$ cat config.mk
export PLATFORM = sky130hd
export DESIGN_NAME = multilevel_feedback_queue_scheduler_top
export DESIGN_NICKNAME = d
export VERILOG_FILES = /design/src/hw/rtl/mfq_pkg.sv /design/src/hw/rtl/mfq_ram.sv /design/src/hw/rtl/mfq_ctrl.sv /design/src/hw/rtl/mfq_dp.sv /design/src/hw/rtl/multilevel_feedback_queue_scheduler_top.sv
export SDC_FILE = /design/constraint.sdc
export NUM_CORES = 2
export LEC_CHECK = 0
export BUFFER_PORTS_ARGS = -buffer_cell sky130_fd_sc_hd__clkbuf_2
export CAP_MARGIN = 20
export CORE_ASPECT_RATIO = 1.25
export CORE_UTILIZATION = 55
export CTS_CLUSTER_DIAMETER = 120
export CTS_CLUSTER_SIZE = 28
export DETAILED_ROUTE_END_ITERATION = 8
export GPL_TIMING_DRIVEN = 0
export PLACE_DENSITY_LB_ADDON = 0.15
export SYNTH_ARGS = -nofsm -noshare
export SYNTH_HDL_FRONTEND = slang
export SYNTH_SLANG_ARGS = --single-unit
$ cat constraint.sdc
create_clock -name clk_i -period 15.3 [get_ports clk_i]
set_clock_uncertainty 0.2 [all_clocks]
set_input_delay 3.825 -clock clk_i [delete_from_list [all_inputs] [get_ports clk_i]]
set_output_delay 3.825 -clock clk_i [all_outputs]
set_load 0.03 [all_outputs]
$ cat src/hw/rtl/mfq_pkg.sv
package mfq_pkg;

  localparam int unsigned BASE_W     = 8;
  localparam int unsigned SLICE_W    = 11;
  localparam int unsigned OP_W       = 2;
  localparam int unsigned PID_W      = 6;
  localparam int unsigned LVL_OUT_W  = 2;
  localparam int unsigned CNT_OUT_W  = 7;
  localparam int unsigned IN_W       = 8;
  localparam int unsigned OUT_W      = 32;

  localparam logic [BASE_W-1:0]  BASE_RESET = 8'd5;
  localparam logic [SLICE_W-1:0] SLICE_MAX  = 11'd2047;

  typedef enum logic [OP_W-1:0] {
    OP_ENQ  = 2'd0,
    OP_DEQ  = 2'd1,
    OP_TICK = 2'd2,
    OP_BAD  = 2'd3
  } op_e;

  typedef struct packed {
    logic clr_wr;
    logic accept;
    logic exec;
    logic load;
  } ctrl_cmd_t;

  typedef struct packed {
    logic clr_last;
  } dp_stat_t;

endpackage

$ cat src/hw/rtl/mfq_ram.sv
module mfq_ram #(
  parameter int unsigned WIDTH = 8,
  parameter int unsigned DEPTH = 64
) (
  input  logic                     clk_i,
  input  logic                     we_i,
  input  logic [$clog2(DEPTH)-1:0] waddr_i,
  input  logic [WIDTH-1:0]         wdata_i,
  input  logic [$clog2(DEPTH)-1:0] raddr_i,
  output logic [WIDTH-1:0]         rdata_o
);

  logic [WIDTH-1:0] mem_q [DEPTH];
  logic [WIDTH-1:0] rdata_q;

  always_ff @(posedge clk_i) begin
    if (we_i) begin
      mem_q[waddr_i] <= wdata_i;
    end
    rdata_q <= mem_q[raddr_i];
  end

  assign rdata_o = rdata_q;

endmodule

$ cat src/hw/rtl/mfq_ctrl.sv
module mfq_ctrl
  import mfq_pkg::*;
(
  input  logic      clk_i,
  input  logic      rst_ni,
  input  logic      in_valid_i,
  output logic      in_ready_o,
  output logic      out_valid_o,
  input  logic      out_ready_i,
  input  dp_stat_t  stat_i,
  output ctrl_cmd_t cmd_o
);

  typedef enum logic [1:0] {
    ST_CLEAR,
    ST_IDLE,
    ST_EXEC,
    ST_DONE
  } state_e;

  state_e state_q, state_d;
  logic   out_valid_q, out_valid_d;

  always_comb begin
    state_d = state_q;
    cmd_o   = '0;
    case (state_q)
      ST_CLEAR: begin
        cmd_o.clr_wr = 1'b1;
        if (stat_i.clr_last) begin
          state_d = ST_IDLE;
        end
      end
      ST_IDLE: begin
        if (in_valid_i) begin
          cmd_o.accept = 1'b1;
          state_d      = ST_EXEC;
        end
      end
      ST_EXEC: begin
        cmd_o.exec = 1'b1;
        state_d    = ST_DONE;
      end
      ST_DONE: begin
        if (!out_valid_q || out_ready_i) begin
          cmd_o.load = 1'b1;
          state_d    = ST_IDLE;
        end
      end
      default: state_d = ST_CLEAR;
    endcase
  end

  always_comb begin
    out_valid_d = out_valid_q;
    if (cmd_o.load) begin
      out_valid_d = 1'b1;
    end else if (out_ready_i) begin
      out_valid_d = 1'b0;
    end
  end

  always_ff @(posedge clk_i or negedge rst_ni) begin
    if (!rst_ni) begin
      state_q     <= ST_CLEAR;
      out_valid_q <= 1'b0;
    end else begin
      state_q     <= state_d;
      out_valid_q <= out_valid_d;
    end
  end

  assign in_ready_o  = (state_q == ST_IDLE);
  assign out_valid_o = out_valid_q;

endmodule

$ cat src/hw/rtl/mfq_dp.sv
module mfq_dp
  import mfq_pkg::*;
#(
  parameter int unsigned NUM_LEVELS = 4,
  parameter int unsigned NUM_PROCS  = 64
) (
  input  logic              clk_i,
  input  logic              rst_ni,
  input  logic [IN_W-1:0]   in_data_i,
  input  logic              cfg_we_i,
  input  logic [BASE_W-1:0] cfg_data_i,
  input  ctrl_cmd_t         cmd_i,
  output dp_stat_t          stat_o,
  output logic [OUT_W-1:0]  out_data_o
);

  localparam int unsigned PW   = $clog2(NUM_PROCS);
  localparam int unsigned LKW  = PW + 1;
  localparam int unsigned LVW  = $clog2(NUM_LEVELS);
  localparam int unsigned CNTW = $clog2(NUM_PROCS + 1);
  localparam int unsigned CAPW = SLICE_W + NUM_LEVELS;
  localparam int unsigned STW  = 1 + LVW + SLICE_W;

  localparam logic [LKW-1:0] LINK_NULL = LKW'(NUM_PROCS);
  localparam logic [LVW-1:0] LV_TOP    = LVW'(NUM_LEVELS - 1);
  localparam logic [PW-1:0]  CLR_LAST  = PW'(NUM_PROCS - 1);

  logic [BASE_W-1:0]  base_q;
  op_e                op_q;
  logic [PW-1:0]      idx_q;
  logic               pid_ok_q;
  logic [PW-1:0]      clr_q;
  logic [LKW-1:0]     head_q [NUM_LEVELS];
  logic [LKW-1:0]     tail_q [NUM_LEVELS];
  logic [CNTW-1:0]    cnt_q;
  logic               err_q;
  logic               resched_q;
  logic [SLICE_W-1:0] slice_res_q;
  logic [LVW-1:0]     lvl_res_q;
  logic               enq_ok_q;
  logic [OUT_W-1:0]   out_q;

  logic [PID_W-1:0]   in_pid;
  logic [PW-1:0]      in_idx;
  op_e                in_op;

  logic               st_we;
  logic [PW-1:0]      st_waddr;
  logic [STW-1:0]     st_wdata;
  logic [STW-1:0]     st_rdata;
  logic               nx_we;
  logic [PW-1:0]      nx_waddr;
  logic [LKW-1:0]     nx_wdata;
  logic [LKW-1:0]     nx_rdata;
  logic               pv_we;
  logic [PW-1:0]      pv_waddr;
  logic [LKW-1:0]     pv_wdata;
  logic [LKW-1:0]     pv_rdata;

  logic               st_queued;
  logic [LVW-1:0]     st_lv;
  logic [SLICE_W-1:0] st_slice;
  logic [LVW-1:0]     lv_n;
  logic [CAPW-1:0]    cap_wide;
  logic [SLICE_W-1:0] cap;
  logic [SLICE_W-1:0] slc_n;
  logic [SLICE_W-1:0] dec;
  logic [LKW-1:0]     tl;
  logic [LKW-1:0]     self_link;
  logic               enq_ok;
  logic               deq_ok;
  logic               tick_ok;
  logic               err;
  logic               nvalid;
  logic [LKW-1:0]     npid;

  assign in_op    = op_e'(in_data_i[OP_W-1:0]);
  assign in_pid   = in_data_i[OP_W +: PID_W];
  assign in_idx   = PW'(in_pid);

  assign st_queued = st_rdata[STW-1];
  assign st_lv     = st_rdata[SLICE_W +: LVW];
  assign st_slice  = st_rdata[SLICE_W-1:0];

  assign lv_n     = (st_slice == '0 && st_lv < LV_TOP) ? st_lv + LVW'(1) : st_lv;
  assign cap_wide = CAPW'(base_q) << lv_n;
  assign cap      = (cap_wide > CAPW'(SLICE_MAX)) ? SLICE_MAX : cap_wide[SLICE_W-1:0];
  assign slc_n    = (st_slice == '0 || st_slice > cap) ? cap : st_slice;
  assign dec      = (st_slice != '0) ? st_slice - SLICE_W'(1) : st_slice;
  assign tl       = tail_q[lv_n];
  assign self_link = {1'b0, idx_q};

  assign enq_ok  = pid_ok_q && (op_q == OP_ENQ) && !st_queued;
  assign deq_ok  = pid_ok_q && (op_q == OP_DEQ) && st_queued;
  assign tick_ok = pid_ok_q && (op_q == OP_TICK);
  assign err     = !pid_ok_q || (op_q == OP_BAD) ||
                   (op_q == OP_ENQ && st_queued) || (op_q == OP_DEQ && !st_queued);

  always_comb begin
    st_we    = cmd_i.clr_wr || (cmd_i.exec && (enq_ok || deq_ok || tick_ok));
    st_waddr = cmd_i.clr_wr ? clr_q : idx_q;
    if (cmd_i.clr_wr) begin
      st_wdata = '0;
    end else if (enq_ok) begin
      st_wdata = {1'b1, lv_n, slc_n};
    end else if (deq_ok) begin
      st_wdata = {1'b0, st_lv, st_slice};
    end else begin
      st_wdata = {st_queued, st_lv, dec};
    end
  end

  always_comb begin
    nx_we    = 1'b0;
    nx_waddr = idx_q;
    nx_wdata = LINK_NULL;
    if (cmd_i.exec && enq_ok && tl != LINK_NULL) begin
      nx_we    = 1'b1;
      nx_waddr = tl[PW-1:0];
      nx_wdata = self_link;
    end else if (cmd_i.exec && deq_ok && pv_rdata != LINK_NULL) begin
      nx_we    = 1'b1;
      nx_waddr = pv_rdata[PW-1:0];
      nx_wdata = nx_rdata;
    end else if (cmd_i.load && enq_ok_q) begin
      nx_we    = 1'b1;
    end
  end

  always_comb begin
    pv_we    = 1'b0;
    pv_waddr = idx_q;
    pv_wdata = tl;
    if (cmd_i.exec && enq_ok) begin
      pv_we    = 1'b1;
    end else if (cmd_i.exec && deq_ok && nx_rdata != LINK_NULL) begin
      pv_we    = 1'b1;
      pv_waddr = nx_rdata[PW-1:0];
      pv_wdata = pv_rdata;
    end
  end

  mfq_ram #(.WIDTH(STW), .DEPTH(NUM_PROCS)) u_state_ram (
    .clk_i   (clk_i),
    .we_i    (st_we),
    .waddr_i (st_waddr),
    .wdata_i (st_wdata),
    .raddr_i (in_idx),
    .rdata_o (st_rdata)
  );

  mfq_ram #(.WIDTH(LKW), .DEPTH(NUM_PROCS)) u_next_ram (
    .clk_i   (clk_i),
    .we_i    (nx_we),
    .waddr_i (nx_waddr),
    .wdata_i (nx_wdata),
    .raddr_i (in_idx),
    .rdata_o (nx_rdata)
  );

  mfq_ram #(.WIDTH(LKW), .DEPTH(NUM_PROCS)) u_prev_ram (
    .clk_i   (clk_i),
    .we_i    (pv_we),
    .waddr_i (pv_waddr),
    .wdata_i (pv_wdata),
    .raddr_i (in_idx),
    .rdata_o (pv_rdata)
  );

  always_comb begin
    nvalid = 1'b0;
    npid   = '0;
    for (int i = NUM_LEVELS - 1; i >= 0; i--) begin
      if (head_q[i] != LINK_NULL) begin
        nvalid = 1'b1;
        npid   = head_q[i];
      end
    end
  end

  always_ff @(posedge clk_i or negedge rst_ni) begin
    if (!rst_ni) begin
      base_q <= BASE_RESET;
      clr_q  <= '0;
      cnt_q  <= '0;
      for (int i = 0; i < NUM_LEVELS; i++) begin
        head_q[i] <= LINK_NULL;
        tail_q[i] <= LINK_NULL;
      end
    end else begin
      if (cfg_we_i) begin
        base_q <= cfg_data_i;
      end
      if (cmd_i.clr_wr) begin
        clr_q <= clr_q + PW'(1);
      end
      if (cmd_i.exec && enq_ok) begin
        if (tl == LINK_NULL) begin
          head_q[lv_n] <= self_link;
        end
        tail_q[lv_n] <= self_link;
        cnt_q        <= cnt_q + CNTW'(1);
      end else if (cmd_i.exec && deq_ok) begin
        if (pv_rdata == LINK_NULL) begin
          head_q[st_lv] <= nx_rdata;
        end
        if (nx_rdata == LINK_NULL) begin
          tail_q[st_lv] <= pv_rdata;
        end
        cnt_q <= cnt_q - CNTW'(1);
      end
    end
  end

  always_ff @(posedge clk_i) begin
    if (cmd_i.accept) begin
      op_q     <= in_op;
      idx_q    <= in_idx;
      pid_ok_q <= (32'(in_pid) < NUM_PROCS);
    end
    if (cmd_i.exec) begin
      err_q     <= err;
      resched_q <= tick_ok && (dec == '0);
      enq_ok_q  <= enq_ok;
      if (!pid_ok_q) begin
        slice_res_q <= '0;
        lvl_res_q   <= '0;
      end else if (enq_ok) begin
        slice_res_q <= slc_n;
        lvl_res_q   <= lv_n;
      end else if (tick_ok) begin
        slice_res_q <= dec;
        lvl_res_q   <= st_lv;
      end else begin
        slice_res_q <= st_slice;
        lvl_res_q   <= st_lv;
      end
    end
    if (cmd_i.load) begin
      out_q <= {3'b000, err_q, CNT_OUT_W'(cnt_q), LVL_OUT_W'(lvl_res_q), slice_res_q,
                resched_q, PID_W'(npid), nvalid};
    end
  end

  assign stat_o.clr_last = (clr_q == CLR_LAST);
  assign out_data_o      = out_q;

endmodule

$ cat src/hw/rtl/multilevel_feedback_queue_scheduler_top.sv
// Multilevel feedback queue scheduler. Each request (opcode, pid) enqueues,
// dequeues or ticks one process, or flags op_error, and returns one result
// with the head of the highest-priority nonempty level, the queued count and
// the addressed process's slice and level. An accepted request passes through
// a registered read of the per-process memories, then the update of links
// and level pointers, then the load of the result into the output register;
// the next request is taken only after that load. A result held by a low
// m_axis_tready_i keeps the following request from loading its result, and
// no further request is taken meanwhile.
// After reset a clearing pass zeroes the per-process state memory; no request
// is accepted during it, configuration writes are.
module multilevel_feedback_queue_scheduler_top
  import mfq_pkg::*;
#(
  parameter int unsigned NUM_LEVELS = 4,
  parameter int unsigned NUM_PROCS  = 64
) (
  input  logic              clk_i,
  input  logic              rst_ni,
  input  logic              s_axis_tvalid_i,
  output logic              s_axis_tready_o,
  // opcode[1:0], pid[7:2]
  input  logic [IN_W-1:0]   s_axis_tdata_i,
  output logic              m_axis_tvalid_o,
  input  logic              m_axis_tready_i,
  // next_valid[0], next_pid[6:1], resched_req[7], slice_left[18:8],
  // proc_level[20:19], queued_count[27:21], op_error[28], zero[31:29]
  output logic [OUT_W-1:0]  m_axis_tdata_o,
  input  logic              cfg_valid_i,
  output logic              cfg_ready_o,
  input  logic [BASE_W-1:0] cfg_data_i
);

  ctrl_cmd_t cmd;
  dp_stat_t  stat;

  assign cfg_ready_o = 1'b1;

  mfq_ctrl u_ctrl (
    .clk_i       (clk_i),
    .rst_ni      (rst_ni),
    .in_valid_i  (s_axis_tvalid_i),
    .in_ready_o  (s_axis_tready_o),
    .out_valid_o (m_axis_tvalid_o),
    .out_ready_i (m_axis_tready_i),
    .stat_i      (stat),
    .cmd_o       (cmd)
  );

  mfq_dp #(
    .NUM_LEVELS (NUM_LEVELS),
    .NUM_PROCS  (NUM_PROCS)
  ) u_dp (
    .clk_i      (clk_i),
    .rst_ni     (rst_ni),
    .in_data_i  (s_axis_tdata_i),
    .cfg_we_i   (cfg_valid_i),
    .cfg_data_i (cfg_data_i),
    .cmd_i      (cmd),
    .stat_o     (stat),
    .out_data_o (m_axis_tdata_o)
  );

endmodule

# After elaboration in Yosys (flattened, before gate mapping)
# Memory sizes are Yosys's and may differ from the RTL's. A register that Yosys moved wholly into a read port is not among the register bits.
# Cells that the tools add are included.
# Widths: inputs -> output; s select.
word_totals:
  register_bits: 133
  ram_bits: 1792
  inputBits: 21
  output_inout_bits: 35
  word_cells: 165
  mem_count: 3
op_classes:
  n_addsub: 5
  order_cmp: 7
  n_eq_ne: 21
  shifts: 1
  mux: 67
  n_bitwise: 2
  reduce_logical: 37
mem_list:
  columns: ["name", "words", "width", "rd", "rd_clocked_by_memory_dff", "wr", "line", "text"]
  rows:
  - ["u_dp.u_state_ram.mem_q", 64, 14, 1, 1, 1, "mfq_ram.sv:13", "logic [WIDTH-1:0] mem_q [DEPTH];"]
  - ["u_dp.u_next_ram.mem_q", 64, 7, 1, 1, 1, "mfq_ram.sv:13", null]
  - ["u_dp.u_prev_ram.mem_q", 64, 7, 1, 1, 1, "mfq_ram.sv:13", null]
op_table:
  columns: ["cell", "n"]
  rows:
  - ["$mux 28", 7]
  - ["$bwmux 28", 4]
  - ["$mux 7", 10]
  - ["$mux 11", 5]
  - ["$mux 6", 9]
  - ["$ne 7x7->1 const B", 7]
  - ["$mux 14", 3]
  - ["$demux 7 s2", 2]
  - ["$logic_not 11->1", 2]
  - ["$eq 7x7->1 const B", 3]
  - ["$mux 1", 20]
  - ["$gt 15x11->1 const B", 1]
  - ["$logic_and 1x1->1", 15]
  - ["$shl 8x2->15", 1]
  - ["$bmux 7 s2", 1]
  - ["$gt 11x11->1", 1]
  - ["$reduce_bool 11->1", 1]
  - ["$sub 11x1->11 const B", 1]
  - ["$mux 2", 5]
  - ["$eq 2x2->1 const B", 4]
  - ["$pmux 2 s4", 1]
  - ["$reduce_bool 2->1", 4]
  - ["$add 7x1->7 const B", 1]
  - ["$logic_or 1x1->1", 7]
  - ["other kinds (16)", 25]

# Depth between registers and ports, before layout
depth:
  ltp_word: 12
  ltp_mapped: 20
  ltp_nobuf: 17

# By module
# A second synthesis with hierarchy kept.
hier_totals:
  cells_unflattened: 4075
  area_unflattened_um2: 78667.9
by_module_without_submodules:
  columns: ["mod", "n_inst", "cells_per_inst", "area_each_um2", "seq_area_each_um2"]
  rows:
  - ["mfq_ram at u_dp.u_next_ram ...", 2, 827, 17635.7, 13593.0]
  - ["mfq_ram at u_dp.u_state_ram", 1, 1571, 34878.5, 27186.1]
  - ["mfq_dp", 1, 827, 8274.2, 3530.9]
  - ["mfq_ctrl", 1, 21, 232.7, 75.1]
  - ["multilevel_feedback_queue_scheduler_top", 1, 2, 11.3, 0.0]

# Least setup slack after synthesis
# Ideal clock, no wire load.
synth_path:
  path_type: "flip-flop to flip-flop"
  startpoint: "register u_dp.u_state_ram.rdata_q[0], in the netlist u_dp.u_state_ram.rdata_o[0], read port of u_dp.u_state_ram.mem_q"
  endpoint: "memory u_dp.u_state_ram.mem_q[0][6] (netlist bit) (data pin)"
  setup_time_ns: 1.287
  arrival_time_ns: 9.663
  required_time_ns: 13.813
  setup_slack_ns: 4.150
  path_stages_with_launch: 21
  path_buffers: 3
  synth_period_minus_slack_ns: 11.150
  cell_sequence: "dfxtp_1 > inv_1 > ha_1 > or3b_2 > clkbuf_1 > o31ai_2 > and2_1 > buf_2 > buf_1 > nand3_1 > o21ai_0 > inv_1 > ha_1 > a21o_1 > a21o_1 > a21o_1 > nand2b_1 > o41ai_1 > o21ai_0 > a21oi_1 > a2111oi_0"
synth_via:
  elab_chain_len: 11
  word_cells_on_any_way: 15
  cone_classes: "1 x add/sub; 2 x order compare; 1 x shift; 7 x mux; 4 x reduce/logical"
synth_rtl:
  columns: ["item", "line", "text"]
  rows:
  - ["from (decl)", "mfq_ram.sv:14", "logic [WIDTH-1:0] rdata_q;"]
  - ["$logic_not 11->1", "mfq_dp.sv:85, mfq_dp.sv:88", null]
  - ["$logic_and 1x1->1", "mfq_dp.sv:85", "assign lv_n = (st_slice == '0 && st_lv < LV_TOP) ? st_lv + LVW'(1) : st_lv;"]
  - ["$mux 2", "mfq_dp.sv:85", null]
  - ["$shl 8x2->15", "mfq_dp.sv:86", "assign cap_wide = CAPW'(base_q) << lv_n;"]
  - ["$gt 15x11->1", "mfq_dp.sv:87", "assign cap = (cap_wide > CAPW'(SLICE_MAX)) ? SLICE_MAX : cap_wide[SLICE_W-1:0];"]
  - ["$mux 11", "mfq_dp.sv:87", null]
  - ["$gt 11x11->1", "mfq_dp.sv:88", "assign slc_n = (st_slice == '0 || st_slice > cap) ? cap : st_slice;"]
  - ["$logic_or 1x1->1", "mfq_dp.sv:88", null]
  - ["$mux 11", "mfq_dp.sv:88", null]
  - ["$mux 14 *", "mfq_dp.sv:104", "end else if (enq_ok) begin"]
  - ["$mux 14 *", "mfq_dp.sv:102", "if (cmd_i.clr_wr) begin"]
  - ["net u_dp.st_wdata[6]", "mfq_dp.sv:49", "logic [STW-1:0] st_wdata;"]
  - ["to (decl)", "mfq_ram.sv:13", null]
# Mark *: on every way through the listed nets, which the timed path passes. The rest lies on a longest branch.

# Worst setup path after layout
layout_path:
  startpoint: "register u_dp.u_state_ram.rdata_q[0], in the netlist u_dp.u_state_ram.rdata_o[0], read port of u_dp.u_state_ram.mem_q"
  endpoint: "memory u_dp.u_state_ram.mem_q[35][7] (netlist bit) (data pin)"
# Same word-level chain as after synthesis.

==> flow_summary.ini <==
[synth]
synthAdderAreaFrac_pct = 0.460
ys_top_cells_by_count = edfxtp_1 (1845), mux4_2 (588), nor2_1 (240)
synth-edff-count = 1845
synth_ff_type = edfxtp_1
syn_area_um2 = 77800
synth_top_area_share_pct = 71.2
yosysMostFrequentCell = edfxtp_1
synth.area.mux_share_pct = 17.6
synth_xor_area_share_pct = 0.203
ys_ff_latch = 1953
ys_seq_area_share_pct = 74.6
synth.area.top_cells = edfxtp_1 (71%), mux4_2 (17%), dfrtp_1 (2.3%), nor2_1 (1.2%), dfxtp_1 (0.72%)
async_flop_share_pct = 4.10
synthCells = 3715
yosysWarnings = 0
synth_cell_types = 77
synth_top_family_by_area = multiplexers
synth_compound_area_share_pct = 2.64
yosysTopAreaCell = edfxtp_1
avgSynthCellArea_um2 = 20.9
synth-simple-area-share_pct = 3.21

[drt]
first_iter_violations = 4456
drtPass1Iterations = 6
via_per_inst = 6.51
vias = 38200
ant_nets = 0
drc_errors = 0
routed_wl_mm = 193
routedWlPerCell_um = 32.8

[grt]
grt.total_usage_pct = 27.3
grt_max_degree = 58
antenna_found_initial = 5
grt_pass1_wl_mm = 277
grt_pass1_vias = 38900
grt_overflow_total = 0

[outcome]
outcome = complete, no violations

[worst_setup_path]
cp.arrival_ps = 9010
crit_family = buffers and inverters
worstPathRequired_ps = 15650
rr_worst_depth = 26
path_depth = 26
r2r_start = u_dp.u_state_ram.rdata_o[0]
r2r_setup_slack_ps = 6640
r2r_end = u_dp.u_state_ram.mem_q[35][7]
cp-start-kind = flip-flop
critPathBufInv = 13
slowest_delay_ps = 740
end_kind = flip-flop
critPathMaxFanout = 12
crit_path_top_delay_cell = a2111oi_2
worst-setup-path-type = reg -> reg

[job]
maxCapViolations = 0

[worst_hold_path]
min_path_cells = 0
hold_class = reg -> reg
hold_end = u_dp.out_data_o[15]
worstHoldStart = u_dp.slice_res_q[7]

[cells_and_area]
layout.nets = 4027
drive_gt1_share_pct = 24.9
area_delta_synth_final_pct = 8.83
antenna_cells = 0
final_area_um2 = 84600

[clocking]
cts_hold_buffers = 0
cts_sinks = 1953
numCtsBuffers = 79
clk_latency_ps = 740
cts_tree = done
root_buffer = clkbuf_16
cts_setup_buffers = 0
clk_pin_slew_ps = 110
cts_resized = 0
ctsLongestPathBuffers = 3
cts_max_level = 3

[die]
initial_core_util_pct = 55.6
die_width_um = 338
std_cell_rows = 153
die_y_um = 422
coreArea_um2 = 140000
ios = 56
dieArea_um2 = 143000

[timing]
hold_viol = 0
final_max_slew_viol_count = 0
worst_pin_slew_ps = 1180
setup_tns_ps = 0
rsz0062_at_grt = no
timing.fmax_ghz = 0.115
min_period_ps = 8660
relSlewSlack_pct = 21.0
setup_violations = 0
fin_crit_sh_pct = 56.6

[pwr]
leakage_nw = 24.9
peakVddDrop_mv = 0.0908
power.density_nw_per_um2 = 101

[placed_design]
hpwl_mm = 142
portBuffers = 50
gp_congestion = 0.936
placed_cell_area_um2 = 82400
-- metrics by stage --
stage	setup WS [ps]	cells	total power, mW	utilization, %	hold WS (ps)
2_1_floorplan	4150	3717	6.04	-	200
3_3_place_gp	-4910	5627	6.13	57.5	201
3_5_place_dp	6430	5752	6.14	59.0	205
4_1_cts	6340	5864	8.60	60.5	231
5_1_grt	6290	5869	8.77	60.6	238
6_report	6640	5869	8.55	60.6	231
-- registers in the layout (all words and copies together), names as in the netlist, 6 cells and up --
name                      flops
u_dp.slice_res_q             11
u_dp.idx_q                    6
u_dp.u_prev_ram.mem_q       448
u_dp.out_data_o              29
u_dp.cnt_q                    7
u_dp.u_next_ram.rdata_o       7
u_dp.u_prev_ram.rdata_o       7
u_dp.u_state_ram.mem_q      896
u_dp.clr_q                    6
u_dp.tail_q                  28
u_dp.base_q                   8
u_dp.head_q                  28
u_dp.u_next_ram.mem_q       448
u_dp.u_state_ram.rdata_o     14
-- how the worst max path moves through the flow --
stage | from | to | slack (ps)
5_1_grt | u_dp.u_state_ram.rdata_o[0] | u_dp.u_state_ram.mem_q[36][7] | 6290
2_1_floorplan | u_dp.u_state_ram.rdata_o[0] | u_dp.u_state_ram.mem_q[0][6] | 4150
4_1_cts | u_dp.u_state_ram.rdata_o[0] | u_dp.u_state_ram.mem_q[36][7] | 6340
3_5_place_dp | u_dp.u_state_ram.rdata_o[0] | u_dp.u_state_ram.mem_q[38][7] | 6430
3_3_place_gp | u_dp.u_state_ram.rdata_o[0] | u_dp.u_state_ram.mem_q[36][7] | -4910
6_report | u_dp.u_state_ram.rdata_o[0] | u_dp.u_state_ram.mem_q[35][7] | 6640
-- layout make-up --
type                    count  area (µm²)
plain buffers             214         865
clock buffers             108        2110
clock inverters             4        53.8
fillers                  9880       55100
inverters                  34         128
multi-input cells        1516       19100
flip-flops and latches   1953       58000
well taps                1860        2330
repair buffers            180        2040
-- power breakdown --
| part | total [mW] | switching, mW | internal [mW] | leakage (nW) |
|---|---|---|---|---|
| clock network | 2.54 | 1.56 | 0.980 | 1.04 |
| registers | 5.76 | 0.00361 | 5.76 | 17.4 |
| logic | 0.255 | 0.158 | 0.0974 | 6.43 |
| total | 8.55 | 1.72 | 6.84 | 24.9 |
-- metal layers --
metal / track usage [%] / vias up / part of all wire, %
li1: - / 15900 / -
met1: 35.4 / 20500 / 37
met2: 47.5 / 1541 / 52
met3: 3.90 / 273 / 7.1
met4: 9.46 / 2 / 3.6
met5: 0 / - / 0.0099
-- cells in the final DEF (no fill, tap or decap), drive strengths merged, types with 11 or more instances in the layout --
master / netlist / layout
ha: 27 / 27
dfxtp: 28 / 28
nand2b: 28 / 28
o21ai: 78 / 78
o31ai: 11 / 11
nand2: 121 / 121
nand3: 18 / 18
mux2i: 24 / 24
nor2: 240 / 240
inv: 34 / 37
edfxtp: 1845 / 1845
buf: 73 / 202
nor4: 18 / 18
a22oi: 49 / 49
nand4: 15 / 15
mux2: 21 / 21
dfrtp: 70 / 70
xnor2: 14 / 14
a21oi: 37 / 37
clkbuf: 141 / 300
mux4: 588 / 588
nor3: 39 / 39
o2bb2ai: 24 / 24
-- kinds of logic (layout without fill, tap and decap cells) --
family | count (synthesis) | after routing
flip-flops | 1953 | 1953
multiplexers | 633 | 633
AND/OR/NAND/NOR | 539 | 539
AO/OA/AOI/OAI | 294 | 294
buffers and inverters | 248 | 540
adder cells (fa/ha/maj) | 28 | 28
XOR/XNOR | 18 | 18
other | 2 | 4
Power figures use the tool's default switching activity.
